`src/hdl/sdm_pkg.sv`:
```
package sdm_pkg;

  // debounce counter width and its saturation value
  localparam int COUNT_BITS = 4;
  localparam logic [COUNT_BITS-1:0] COUNT_MAX = '1;

  // configuration field widths
  localparam int THR_BITS   = 4;
  localparam int TEMP_BITS  = 16;
  localparam int HUM_BITS   = 14;
  localparam int PRESS_BITS = 17;
  localparam int STAT_BITS  = 8;
  localparam int FLAG_BITS  = 2;

  // apb port geometry
  localparam int NUM_REGS  = 5;
  localparam int ADDR_BITS = $clog2(NUM_REGS * 4);
  localparam int IDX_BITS  = ADDR_BITS - 2;
  localparam int DATA_BITS = 32;

  // width used to compare the raw threshold against the counter range
  localparam int CMP_BITS = (COUNT_BITS > THR_BITS) ? COUNT_BITS : THR_BITS;
  localparam logic [CMP_BITS-1:0] MIN_THR = CMP_BITS'(2);
  localparam logic [CMP_BITS-1:0] MAX_THR = CMP_BITS'(COUNT_MAX);

  // register reset values
  localparam logic [THR_BITS-1:0]          RUN_LIMIT_RST        = THR_BITS'(3);
  localparam logic signed [TEMP_BITS-1:0]  TEMP_HIGH_LIMIT_RST  = 16'sd5000;
  localparam logic [HUM_BITS-1:0]          HUM_HIGH_LIMIT_RST   = HUM_BITS'(8000);
  localparam logic [PRESS_BITS-1:0]        PRESS_LOW_LIMIT_RST  = PRESS_BITS'(95000);
  localparam logic [PRESS_BITS-1:0]        PRESS_HIGH_LIMIT_RST = PRESS_BITS'(106000);

  // quality flag codes that mean a bad sample
  localparam logic [FLAG_BITS-1:0] FLAG_RANGE_ERR = 2'd1;
  localparam logic [FLAG_BITS-1:0] FLAG_RATE_ERR  = 2'd2;

  // register index, taken from paddr above the byte offset
  typedef enum logic [IDX_BITS-1:0] {
    REG_RUN_LIMIT,
    REG_TEMP_HIGH_LIMIT,
    REG_HUM_HIGH_LIMIT,
    REG_PRESS_LOW_LIMIT,
    REG_PRESS_HIGH_LIMIT
  } reg_idx_t;

  // per-debouncer control from the top level
  typedef struct packed {
    logic step;
    logic cond;
  } deb_ctrl_t;

  // threshold clamped to at least 2 and at most the counter range
  function automatic logic [COUNT_BITS-1:0] eff_threshold(logic [THR_BITS-1:0] raw);
    logic [CMP_BITS-1:0] t;
    t = CMP_BITS'(raw);
    if (t < MIN_THR) t = MIN_THR;
    if (t > MAX_THR) t = MAX_THR;
    return COUNT_BITS'(t);
  endfunction

  function automatic logic flag_bad(logic [FLAG_BITS-1:0] f);
    return (f == FLAG_RANGE_ERR) || (f == FLAG_RATE_ERR);
  endfunction

endpackage

```
`src/hdl/sdm_if.sv`:
```
interface sdm_tick_if;
  import sdm_pkg::*;

  logic                          valid;
  logic                          ready;
  logic [STAT_BITS-1:0]          comm_status;
  logic [FLAG_BITS-1:0]          temp_flag;
  logic [FLAG_BITS-1:0]          press_flag;
  logic [FLAG_BITS-1:0]          hum_flag;
  logic signed [TEMP_BITS-1:0]   temperature;
  logic [PRESS_BITS-1:0]         pressure;
  logic [HUM_BITS-1:0]           humidity;

  modport source (output valid, comm_status, temp_flag, press_flag, hum_flag,
                  temperature, pressure, humidity, input ready);
  modport sink   (input valid, comm_status, temp_flag, press_flag, hum_flag,
                  temperature, pressure, humidity, output ready);
endinterface

interface sdm_status_if;
  logic valid;
  logic ready;
  logic comm_fault;
  logic data_fault;
  logic env_warning;

  modport source (output valid, comm_fault, data_fault, env_warning, input ready);
  modport sink   (input valid, comm_fault, data_fault, env_warning, output ready);
endinterface

```
`src/hdl/sdm_debounce.sv`:
```
module sdm_debounce (
  input  logic                           clk,
  input  logic                           rst,
  input  sdm_pkg::deb_ctrl_t             ctrl,
  input  logic [sdm_pkg::COUNT_BITS-1:0] threshold,
  output logic                           flag_next
);
  import sdm_pkg::*;

  typedef enum logic [1:0] {
    PH_NORMAL,
    PH_ASSERT_DEB,
    PH_ASSERTED,
    PH_RECOVER_DEB
  } phase_t;

  phase_t                phase, phase_next;
  logic [COUNT_BITS-1:0] count, count_next;
  logic [COUNT_BITS-1:0] count_inc;

  // saturating run counter
  assign count_inc = (count < COUNT_MAX) ? count + COUNT_BITS'(1) : count;

  // phase transitions for one tick
  always_comb begin
    phase_next = phase;
    count_next = count;
    case (phase)
      PH_NORMAL: begin
        if (ctrl.cond) begin
          phase_next = PH_ASSERT_DEB;
          count_next = COUNT_BITS'(1);
        end
      end
      PH_ASSERT_DEB: begin
        if (!ctrl.cond) begin
          phase_next = PH_NORMAL;
          count_next = '0;
        end else if (count_inc >= threshold) begin
          phase_next = PH_ASSERTED;
          count_next = '0;
        end else begin
          count_next = count_inc;
        end
      end
      PH_ASSERTED: begin
        if (!ctrl.cond) begin
          phase_next = PH_RECOVER_DEB;
          count_next = COUNT_BITS'(1);
        end
      end
      PH_RECOVER_DEB: begin
        if (ctrl.cond) begin
          phase_next = PH_ASSERTED;
          count_next = '0;
        end else if (count_inc >= threshold) begin
          phase_next = PH_NORMAL;
          count_next = '0;
        end else begin
          count_next = count_inc;
        end
      end
      default: begin
        phase_next = PH_NORMAL;
        count_next = '0;
      end
    endcase
  end

  // flag stays up through recovery debounce
  assign flag_next = (phase_next == PH_ASSERTED) || (phase_next == PH_RECOVER_DEB);

  // state update, only when a tick moves to the result register
  always_ff @(posedge clk) begin
    if (rst) begin
      phase <= PH_NORMAL;
      count <= '0;
    end else if (ctrl.step) begin
      phase <= phase_next;
      count <= count_next;
    end
  end

`ifndef NO_ASSERTIONS
  // settled phases hold a cleared counter
  a_settled_count_zero: assert property (@(posedge clk) disable iff (rst)
    (phase == PH_NORMAL || phase == PH_ASSERTED) |-> count == '0)
    else $error("counter not cleared in settled phase");

  // a run in progress has counted at least its first tick
  a_run_count_nonzero: assert property (@(posedge clk) disable iff (rst)
    (phase == PH_ASSERT_DEB || phase == PH_RECOVER_DEB) |-> count != '0)
    else $error("debounce run with empty counter");

  // no tick, no change
  a_hold_without_step: assert property (@(posedge clk) disable iff (rst)
    !ctrl.step |=> $stable(phase) && $stable(count))
    else $error("debouncer moved without a tick");

  // a held condition keeps a confirmed fault confirmed
  a_asserted_holds: assert property (@(posedge clk) disable iff (rst)
    ctrl.step && ctrl.cond && phase == PH_ASSERTED |=> phase == PH_ASSERTED)
    else $error("confirmed fault dropped while condition present");
`endif

endmodule

```
`src/hdl/sensor_diag_debounce_monitor.sv`:
```
// Sensor diagnostic debounce monitor.
// The tick channel carries one diagnostic item per handshake: comm status,
// three quality flags and filtered temperature, pressure and humidity. The
// status channel returns one item per tick with the debounced comm_fault,
// data_fault and env_warning flags. Limits and the debounce threshold sit in
// five 32-bit APB registers at byte addresses 0, 4, 8, 12 and 16; writes
// complete in the access cycle and pready is tied high.
// An accepted tick lands in the input register, then the raw conditions and
// the three debouncer updates are evaluated combinationally into the result
// register, which takes them once it is empty or its item is taken. One tick
// is accepted every cycle while the status receiver keeps up.
// When the receiver stalls, the result register holds its item and the input
// register still takes one more tick; after that tick ready drops until the
// result is taken, so nothing is lost or repeated.
// Synchronous reset empties both registers, returns all debouncers to normal
// with cleared counters and loads the register reset values.
module sensor_diag_debounce_monitor (
  input  logic                          clk,
  input  logic                          rst,
  sdm_tick_if.sink                      tick,
  sdm_status_if.source                  status,
  input  logic                          psel,
  input  logic                          penable,
  input  logic                          pwrite,
  input  logic [sdm_pkg::ADDR_BITS-1:0] paddr,
  input  logic [sdm_pkg::DATA_BITS-1:0] pwdata,
  output logic [sdm_pkg::DATA_BITS-1:0] prdata,
  output logic                          pready
);
  import sdm_pkg::*;

  // configuration registers
  logic [THR_BITS-1:0]         run_limit;
  logic signed [TEMP_BITS-1:0] temp_high_limit;
  logic [HUM_BITS-1:0]         hum_high_limit;
  logic [PRESS_BITS-1:0]       press_low_limit;
  logic [PRESS_BITS-1:0]       press_high_limit;

  reg_idx_t reg_idx;
  logic     cfg_wr;

  // input register
  logic                        s1_valid;
  logic [STAT_BITS-1:0]        s1_comm_status;
  logic [FLAG_BITS-1:0]        s1_temp_flag;
  logic [FLAG_BITS-1:0]        s1_press_flag;
  logic [FLAG_BITS-1:0]        s1_hum_flag;
  logic signed [TEMP_BITS-1:0] s1_temperature;
  logic [PRESS_BITS-1:0]       s1_pressure;
  logic [HUM_BITS-1:0]         s1_humidity;

  // result register
  logic out_valid;
  logic out_comm_fault;
  logic out_data_fault;
  logic out_env_warning;

  logic                  out_free, s1_adv, tick_take;
  logic                  comm_c, data_c, env_c;
  logic                  comm_flag, data_flag, env_flag;
  logic [COUNT_BITS-1:0] threshold;
  deb_ctrl_t             comm_ctrl, data_ctrl, env_ctrl;

  // apb access
  assign pready  = 1'b1;
  assign reg_idx = reg_idx_t'(paddr[ADDR_BITS-1:2]);
  assign cfg_wr  = psel && penable && pwrite && pready;

  always_ff @(posedge clk) begin
    if (rst) begin
      run_limit        <= RUN_LIMIT_RST;
      temp_high_limit  <= TEMP_HIGH_LIMIT_RST;
      hum_high_limit   <= HUM_HIGH_LIMIT_RST;
      press_low_limit  <= PRESS_LOW_LIMIT_RST;
      press_high_limit <= PRESS_HIGH_LIMIT_RST;
    end else if (cfg_wr) begin
      case (reg_idx)
        REG_RUN_LIMIT:        run_limit        <= pwdata[THR_BITS-1:0];
        REG_TEMP_HIGH_LIMIT:  temp_high_limit  <= pwdata[TEMP_BITS-1:0];
        REG_HUM_HIGH_LIMIT:   hum_high_limit   <= pwdata[HUM_BITS-1:0];
        REG_PRESS_LOW_LIMIT:  press_low_limit  <= pwdata[PRESS_BITS-1:0];
        REG_PRESS_HIGH_LIMIT: press_high_limit <= pwdata[PRESS_BITS-1:0];
        default: ;
      endcase
    end
  end

  // register readback
  always_comb begin
    case (reg_idx)
      REG_RUN_LIMIT:        prdata = DATA_BITS'(run_limit);
      REG_TEMP_HIGH_LIMIT:  prdata = DATA_BITS'($unsigned(temp_high_limit));
      REG_HUM_HIGH_LIMIT:   prdata = DATA_BITS'(hum_high_limit);
      REG_PRESS_LOW_LIMIT:  prdata = DATA_BITS'(press_low_limit);
      REG_PRESS_HIGH_LIMIT: prdata = DATA_BITS'(press_high_limit);
      default:              prdata = '0;
    endcase
  end

  // handshake: result register frees when empty or taken
  assign out_free   = !out_valid || status.ready;
  assign s1_adv     = s1_valid && out_free;
  assign tick.ready = !s1_valid || out_free;
  assign tick_take  = tick.valid && tick.ready;

  // input register
  always_ff @(posedge clk) begin
    if (rst) begin
      s1_valid <= 1'b0;
    end else if (tick_take) begin
      s1_valid <= 1'b1;
    end else if (s1_adv) begin
      s1_valid <= 1'b0;
    end
  end

  always_ff @(posedge clk) begin
    if (tick_take) begin
      s1_comm_status <= tick.comm_status;
      s1_temp_flag   <= tick.temp_flag;
      s1_press_flag  <= tick.press_flag;
      s1_hum_flag    <= tick.hum_flag;
      s1_temperature <= tick.temperature;
      s1_pressure    <= tick.pressure;
      s1_humidity    <= tick.humidity;
    end
  end

  // raw conditions
  assign comm_c = s1_comm_status != '0;
  assign data_c = flag_bad(s1_temp_flag) || flag_bad(s1_press_flag) ||
                  flag_bad(s1_hum_flag);
  assign env_c  = (s1_temperature > temp_high_limit) ||
                  (s1_humidity > hum_high_limit) ||
                  (s1_pressure < press_low_limit) ||
                  (s1_pressure > press_high_limit);

  assign threshold = eff_threshold(run_limit);

  assign comm_ctrl = '{step: s1_adv, cond: comm_c};
  assign data_ctrl = '{step: s1_adv, cond: data_c};
  assign env_ctrl  = '{step: s1_adv, cond: env_c};

  // one debouncer per condition
  sdm_debounce u_comm_deb (
    .clk       (clk),
    .rst       (rst),
    .ctrl      (comm_ctrl),
    .threshold (threshold),
    .flag_next (comm_flag)
  );

  sdm_debounce u_data_deb (
    .clk       (clk),
    .rst       (rst),
    .ctrl      (data_ctrl),
    .threshold (threshold),
    .flag_next (data_flag)
  );

  sdm_debounce u_env_deb (
    .clk       (clk),
    .rst       (rst),
    .ctrl      (env_ctrl),
    .threshold (threshold),
    .flag_next (env_flag)
  );

  // result register
  always_ff @(posedge clk) begin
    if (rst) begin
      out_valid <= 1'b0;
    end else if (s1_adv) begin
      out_valid <= 1'b1;
    end else if (status.ready) begin
      out_valid <= 1'b0;
    end
  end

  always_ff @(posedge clk) begin
    if (s1_adv) begin
      out_comm_fault  <= comm_flag;
      out_data_fault  <= data_flag;
      out_env_warning <= env_flag;
    end
  end

  assign status.valid       = out_valid;
  assign status.comm_fault  = out_comm_fault;
  assign status.data_fault  = out_data_fault;
  assign status.env_warning = out_env_warning;

endmodule

```
`src/flat_wrapper.sv`:
```
// flat-port wrapper written by rule: the top's interface ports become plain ports
module sensor_diag_debounce_monitor_flat import sdm_pkg::*;
  (clk, rst, psel, penable, pwrite, paddr, pwdata, prdata, pready, tick_valid, tick_comm_status, tick_temp_flag, tick_press_flag, tick_hum_flag, tick_temperature, tick_pressure, tick_humidity, tick_ready, status_valid, status_comm_fault, status_data_fault, status_env_warning, status_ready);
  sdm_tick_if tick_i ();
  sdm_status_if status_i ();
  input  logic clk;
  input  logic rst;
  input  logic psel;
  input  logic penable;
  input  logic pwrite;
  input  logic [sdm_pkg::ADDR_BITS-1:0] paddr;
  input  logic [sdm_pkg::DATA_BITS-1:0] pwdata;
  output logic [sdm_pkg::DATA_BITS-1:0] prdata;
  output logic pready;
  input wire logic [$bits(tick_i.valid)-1:0] tick_valid;
  input wire logic [$bits(tick_i.comm_status)-1:0] tick_comm_status;
  input wire logic [$bits(tick_i.temp_flag)-1:0] tick_temp_flag;
  input wire logic [$bits(tick_i.press_flag)-1:0] tick_press_flag;
  input wire logic [$bits(tick_i.hum_flag)-1:0] tick_hum_flag;
  input wire logic [$bits(tick_i.temperature)-1:0] tick_temperature;
  input wire logic [$bits(tick_i.pressure)-1:0] tick_pressure;
  input wire logic [$bits(tick_i.humidity)-1:0] tick_humidity;
  output wire logic [$bits(tick_i.ready)-1:0] tick_ready;
  output wire logic [$bits(status_i.valid)-1:0] status_valid;
  output wire logic [$bits(status_i.comm_fault)-1:0] status_comm_fault;
  output wire logic [$bits(status_i.data_fault)-1:0] status_data_fault;
  output wire logic [$bits(status_i.env_warning)-1:0] status_env_warning;
  input wire logic [$bits(status_i.ready)-1:0] status_ready;
  assign tick_i.valid = tick_valid;
  assign tick_i.comm_status = tick_comm_status;
  assign tick_i.temp_flag = tick_temp_flag;
  assign tick_i.press_flag = tick_press_flag;
  assign tick_i.hum_flag = tick_hum_flag;
  assign tick_i.temperature = tick_temperature;
  assign tick_i.pressure = tick_pressure;
  assign tick_i.humidity = tick_humidity;
  assign tick_ready = tick_i.ready;
  assign status_valid = status_i.valid;
  assign status_comm_fault = status_i.comm_fault;
  assign status_data_fault = status_i.data_fault;
  assign status_env_warning = status_i.env_warning;
  assign status_i.ready = status_ready;
  sensor_diag_debounce_monitor u_core (.clk(clk), .rst(rst), .tick(tick_i), .status(status_i), .psel(psel), .penable(penable), .pwrite(pwrite), .paddr(paddr), .pwdata(pwdata), .prdata(prdata), .pready(pready));
endmodule
```
`config.mk`:
```
export PLATFORM = sky130hd
export DESIGN_NAME = sensor_diag_debounce_monitor_flat
export DESIGN_NICKNAME = d
export VERILOG_FILES = /design/src/hdl/sdm_pkg.sv /design/src/hdl/sdm_if.sv /design/src/hdl/sdm_debounce.sv /design/src/hdl/sensor_diag_debounce_monitor.sv /design/src/flat_wrapper.sv
export SDC_FILE = /design/constraint.sdc
export NUM_CORES = 1
export LEC_CHECK = 0
export BUFFER_PORTS_ARGS = -buffer_cell sky130_fd_sc_hd__buf_2
export CAP_MARGIN = 10
export CELL_PAD_IN_SITES_DETAIL_PLACEMENT = 2
export CELL_PAD_IN_SITES_GLOBAL_PLACEMENT = 2
export CORE_UTILIZATION = 35
export CTS_CLUSTER_SIZE = 25
export DETAILED_ROUTE_END_ITERATION = 6
export PLACE_DENSITY = 0.91
export SYNTH_ARGS = -nofsm -noshare
export SYNTH_HDL_FRONTEND = slang
export SYNTH_SLANG_ARGS = --single-unit
```
`constraint.sdc`:
```
create_clock -name clk -period 3.8 [get_ports clk]
set_input_delay 0.57 -clock clk [delete_from_list [all_inputs] [get_ports clk]]
set_output_delay 0.57 -clock clk [all_outputs]
set_load 0.1 [all_outputs]
```
==> flow_summary.json, run 1 <==
{
  "top_layer_used": "met5",
  "clk_pin_slew_ns": 0.07,
  "path_class": "reg2reg",
  "multiInputGateArea_sq_mm": 0.00389,
  "crit_arrival_ns": 3.72,
  "clk_latency_ns": 0.45,
  "ctsHoldBuffers": 0,
  "met2_length_mm": 14.8,
  "preCtsSetupSlack_ns": 0.432,
  "finalCriticalPeriod_ns": 3.41,
  "hpwl_mm": 18.7,
  "die_h_um": 154,
  "grt_pass1_vias": 7778,
  "first_pass_iters": 5,
  "cts_resized": 0,
  "drv_slew": 0,
  "gr-total-overflow": 0,
  "instances_no_fill": 1253,
  "finalCritPeriodShare_pct": 89.7,
  "grt_max_degree": 72,
  "area_growth_pct": 17.2,
  "worst_setup_path_end_kind": "flip-flop",
  "ios": 143,
  "setup_viol": 0,
  "clockBufferDepth": 2,
  "cts_made_buffers": 17,
  "port_buffers": 109,
  "tns_ns": 0,
  "wl_met1_mm": 13.1,
  "drt_iter0_markers": 490,
  "min_path_type": "in2reg",
  "vias_per_cell": 5.56,
  "yosys-top-cells-area": "edfxtp_1 24%, dfxtp_1 22%, ha_1 12%",
  "ys_seq_elements": 152,
  "wl_met3_mm": 1.10,
  "vias": 6970,
  "final_layout_size_suffix_gt1_share_pct": 16.8,
  "routabilityCongestion": 0.802,
  "layout_common_cells": "127 x nand2_1, 105 x buf_2, 88 x dfxtp_1",
  "fillCellCount": 2423,
  "max_freq_ghz": 0.293,
  "synth_area_per_cell_sq_um": 9.41,
  "synth_edf_count": 64,
  "status": "complete, no violations",
  "synthDominantCellAreaShare_pct": 23.9,
  "ys.flop_type": "dfxtp_1",
  "htreeDepth": 4,
  "min_from": "tick_pressure[16]",
  "rsz0062_at_grt": "no",
  "cts_tree": "built",
  "yosysTopAreaCell": "edfxtp_1",
  "tightest_slew_ns": 0.859,
  "ant_nets": 0,
  "fin_worst_skew_ns": 0.00963,
  "clock-root-buffer": "clkbuf_16",
  "crit_path_max_fanout": 6,
  "yosysSeqAreaShare_pct": 45.7,
  "whs_ns": 0.296,
  "coreArea_sq_mm": 0.0226,
  "rows": 55,
  "grt_pass1_wl_mm": 46.2,
  "final_common_cell": "nand2_1",
  "antenna_found_initial": 3,
  "post-route-util_pct": 41.8,
  "ff_latch_area_sq_mm": 0.00368,
  "yosys_warnings": 0,
  "wirelength_mm": 29.7,
  "final_nets": 1136,
  "placed_area_sq_mm": 0.00886,
  "start_util_pct": 35.7,
  "crit_path_start_kind": "flip-flop",
  "wire_per_inst_um": 23.7,
  "die_w_um": 154,
  "track_usage_pct": 25.9,
  "synth_cell_types": 55,
  "hold_viol": 0,
  "cap_viol_max_count": 0,
  "route.detailed.drc": 0,
  "cts.sinks": 152,
  "placedCellCount": 1219,
  "post-cts-setup-buffers": 0,
  "slew_headroom_pct": 42.6,
  "leakage_nw": 3.97,
  "synth_cells": 856,
  "async_flop_share_pct": 0,
  "power_mw": 4.04,
  "powerDensity_mw_per_mm2": 428,
  "final_area_sq_mm": 0.00944,
  "ir_worst_vdd_v": 0.000310,
  "die_area_sq_mm": 0.0236,
  "crit_path_start": "u_core.s1_pressure[8]",
  "required_ns": 4.11,
  "syn_area_sq_mm": 0.00806,
  "r2r-start": "u_core.s1_pressure[8]",
  "setup_ws_ns": 0.390
}
[cell families (layout without fill, tap and decap cells)]
family	count (synthesis)	count (layout)	synth area share, %
and+or+nand+nor	279	279	16.2
xor gates and xnor gates	9	9	1.21
adders and majority gates	78	78	12.1
DFF	152	152	45.7
AOI/OAI and AO/OA	193	193	15.4
muxes	19	19	2.47
buffers and inverters	124	220	6.71
other	2	18	0.0932
[cell type report]
| cell class | count | share of cell area, % |
|---|---|---|
| Inverter | 71 | 2.82 |
| Tap cell | 285 | 3.78 |
| Timing Repair Buffer | 117 | 7.05 |
| Multi-Input combinational cell | 594 | 41.2 |
| Sequential cell | 152 | 39.0 |
| Clock inverter | 15 | 1.54 |
| Clock buffer | 17 | 4.51 |
| Antenna cell | 2 | 0.0530 |
[worst paths after layout]
| kind | endpoint | slack (ns) | depth (start not counted) |
|---|---|---|---|
| max | u_core.u_env_deb.count[1] | 0.39 | 9 |
| min reg2reg | u_core.hum_high_limit[2] | 0.48 | 2 |
| max reg2reg | u_core.u_env_deb.count[1] | 0.39 | 9 |
| min | u_core.s1_pressure[16] | 0.30 | 1 |
[flip-flops by register name (all words and copies together), names as in the netlist, 2 cells and up]
signal	cells
u_core.temp_high_limit	16
u_core.press_low_limit	17
u_core.hum_high_limit	14
u_core.u_comm_deb.phase	2
u_core.run_limit	4
u_core.u_comm_deb.count	4
u_core.s1_comm_status	8
u_core.u_data_deb.count	4
u_core.s1_pressure	17
u_core.u_env_deb.phase	2
u_core.s1_humidity	14
u_core.s1_press_flag	2
u_core.s1_hum_flag	2
u_core.s1_temp_flag	2
u_core.u_env_deb.count	4
u_core.press_high_limit	17
u_core.u_data_deb.phase	2
u_core.s1_temperature	16
[power breakdown]
| group | total, mW | switching (mW) | internal (mW) |
|---|---|---|---|
| clock network | 1.71 | 0.796 | 0.916 |
| registers | 1.80 | 0.0396 | 1.76 |
| logic | 0.527 | 0.377 | 0.150 |
| total | 4.04 | 1.21 | 2.83 |
[synth_stat cells (2+ instances only)]
master and count:
a211o_1 21, a211oi_1 5, a21o_1 11, a21oi_1 77, a221oi_1 2, a22oi_1 27, a31oi_1 2, and2_1 4
and3_1 8, buf_1 4, buf_4 16, buf_6 2, clkbuf_1 31, conb_1 2, dfxtp_1 88, edfxtp_1 64
ha_1 78, inv_1 71, mux2_2 7, mux2i_1 12, nand2_1 127, nand2b_1 12, nand3_1 23, nand3b_1 16
nand4_1 8, nor2_1 50, nor2b_1 9, nor3_1 5, nor3b_1 4, nor4_1 5, nor4b_1 4, o21a_1 2
o21ai_0 17, o21bai_1 2, o22ai_1 14, xnor2_1 6, xor2_1 2
[critical path, stage by stage (launching register included)]
cell       delay, ns
edfxtp_1        0.46
ha_1            0.36
and3_1          0.19
o2111ai_1       0.11
o21a_1          0.20
o41a_1          0.52
a2111oi_2       0.62
and2_1          0.45
xor2_4          0.23
o21ai_0         0.13
[per-layer routing]
layer | up-vias | GRT usage (%)
met2 | 187 | 45.2
met1 | 3544 | 32.2
met5 | - | 0
li1 | 3191 | -
met4 | 2 | 9.33
met3 | 46 | 4.03
No activity file was read; power rests on OpenSTA's default activity.
==> run 2, diff against run 1 <==
==> constraint.sdc (replaced) <==
create_clock -name clk -period 3.3 [get_ports clk]
set_input_delay 0.495 -clock clk [delete_from_list [all_inputs] [get_ports clk]]
set_output_delay 0.495 -clock clk [all_outputs]
set_load 0.1 [all_outputs]
==> run 2 against run 1 <==
Net effect:
- wire length is 4.9% lower
- sequential power is 15% higher
- critical path depth is 2 higher
- flip-flop and latch count stayed put
- cell count is 0.16% higher
- utilization is 1.1 points higher
- non-clock buffer count is 3 higher
- clock power is 6% higher
- clock-buffer cell count is 4 higher
- maximum frequency is 7.9% higher
- highest routed layer is now met4
==> flow_summary.json, run 2 (synthesis gave the netlist of run 1 again) <==
{
  "cap_viol_max_count": 0,
  "cts_made_buffers": 17,
  "leakage_nw": 4.02,
  "fin_worst_skew_ns": 0.00976,
  "vias_per_cell": 5.52,
  "tns_ns": 0,
  "die_area_sq_mm": 0.0236,
  "drt_iter0_markers": 452,
  "slew_headroom_pct": 47.9,
  "path_class": "reg2reg",
  "worst_setup_path_end_kind": "flip-flop",
  "final_nets": 1139,
  "whs_path_depth": 1,
  "setup_viol": 0,
  "reg2reg_depth": 11,
  "placedCellCount": 1222,
  "ant_nets": 0,
  "status": "complete, no violations",
  "pwr-share-seq_pct": 45.6,
  "instances_no_fill": 1255,
  "ir_worst_vdd_v": 0.000303,
  "final_layout_size_suffix_gt1_share_pct": 18.1,
  "drv_slew": 0,
  "htreeDepth": 4,
  "ctsHoldBuffers": 0,
  "crit_path_max_fanout": 4,
  "ios": 143,
  "finalCriticalPeriod_ns": 3.16,
  "switching_share_pct": 29.3,
  "die_w_um": 154,
  "p_switching_mw": 1.33,
  "antenna_found_initial": 1,
  "rows": 55,
  "layout_common_cells": "127 x nand2_1, 92 x buf_2, 88 x dfxtp_1",
  "min_path_type": "in2reg",
  "required_ns": 3.60,
  "track_usage_pct": 24.7,
  "wire_per_inst_um": 22.5,
  "coreArea_sq_mm": 0.0226,
  "p_comb_share_pct": 14.2,
  "cts_tree": "built",
  "clockBufferDepth": 2,
  "fillCellCount": 2455,
  "area_growth_pct": 20.3,
  "first_pass_iters": 4,
  "tightest_slew_ns": 0.779,
  "die_h_um": 154,
  "grt_pass1_wl_mm": 44.2,
  "clockPowerShare_pct": 40.1,
  "grt_max_degree": 73,
  "top_regs": "u_core.press_high_limit: 17 flops, u_core.press_low_limit: 17 flops, u_core.s1_pressure: 17 flops",
  "clk_latency_ns": 0.45,
  "routabilityCongestion": 0.813,
  "cts.sinks": 152,
  "port_buffers": 109,
  "vias": 6932,
  "internal_power_mw": 3.21,
  "post-cts-setup-buffers": 0,
  "hold_viol": 0,
  "crit_path_start_kind": "flip-flop",
  "grt_pass1_vias": 7766,
  "start_util_pct": 35.7,
  "powerDensity_mw_per_mm2": 469,
  "clock-root-buffer": "clkbuf_16",
  "crit_arrival_ns": 3.46,
  "clk_pin_slew_ns": 0.07,
  "rsz0062_at_grt": "no",
  "finalCritPeriodShare_pct": 95.7,
  "route.detailed.drc": 0,
  "wirelength_mm": 28.2,
  "hpwl_mm": 20.6,
  "final_common_cell": "nand2_1",
  "max_freq_ghz": 0.317,
  "gr-total-overflow": 0
}
==> run 2: cell count changes in the layout (fill, tap and decap cells not counted), sizes merged <==
cell | before | now
buf | 117 | 120
clkbuf | 17 | 21
diode | 2 | 1
bufinv | 1 | 0
inv | 76 | 73
==> run 2: worst paths after layout <==
| path | start | to | slack (ns) |
|---|---|---|---|
| max | u_core.s1_pressure[10] | u_core.u_env_deb.count[3] | 0.14 |
| min | tick_humidity[11] | u_core.s1_humidity[11] | 0.22 |
| max reg2reg | u_core.s1_pressure[10] | u_core.u_env_deb.count[3] | 0.14 |
| min reg2reg | u_core.hum_high_limit[3] | u_core.hum_high_limit[3] | 0.47 |
==> run 2: final cells by class <==
class                      instances  area, sq um  share of cell area (%)
clock inverter                    11         75.1                   0.775
sequential                       152         3680                    38.0
multi-input combinational        594         3970                    41.0
antenna                            1         2.50                  0.0258
clock buffer                      21          450                    4.65
tap                              285          357                    3.68
timing repair buffer             120          883                    9.12
inverter                          71          267                    2.75
==> run 2: per-stage QoR <==
step | utilization [%] | total power, mW | instance area, sq um | setup WS [ns] | hold slack, ns
CTS | 42.8 | 4.57 | 9670 | 0.0356 | 0.205
floorplan | - | 2.53 | 8170 | 0.154 | 0.436
global route | 42.9 | 4.70 | 9690 | 0.00642 | 0.203
global placement | 40.5 | 2.71 | 9140 | 0.272 | 0.443
finish | 42.9 | 4.54 | 9690 | 0.141 | 0.218
detailed placement | 40.5 | 2.75 | 9140 | 0.120 | 0.458
==> run 2: critical path, cell delays in order, from the launching register on <==
cell and delay [ns]:
edfxtp_1 0.45, ha_1 0.36, nand4_1 0.19, nor4_1 0.11, mux2_2 0.27, a41oi_1 0.50
a2111oi_2 0.07, buf_4 0.18, and2_2 0.25, buf_4 0.16, a211oi_1 0.29, o21ai_0 0.18
==> run 2: power groups by stage <==
stage | combinational, mW | clock, mW | sequential, mW
finish | 0.646 | 1.82 | 2.07
global route | 0.687 | 1.93 | 2.08
CTS | 0.645 | 1.86 | 2.07
detailed placement | 0.634 | 0 | 2.11
global placement | 0.605 | 0 | 2.11
floorplan | 0.418 | 0 | 2.11
==> run 2: metal layers <==
| metal | track usage, % | wire, um |
|---|---|---|
| met5 | 0 | 0 |
| met3 | 5.50 | 1190 |
| met4 | 11.2 | 997 |
| met1 | 29.1 | 11800 |
| met2 | 42.8 | 14200 |
==> run 2: timing repair <==
| action | 4_1_cts | 5_1_grt |
|---|---|---|
| endpoints found under the setup margin | 0 | 5 |
| resized for setup | 0 | 4 |
| endpoints found under the hold margin | 0 | 0 |
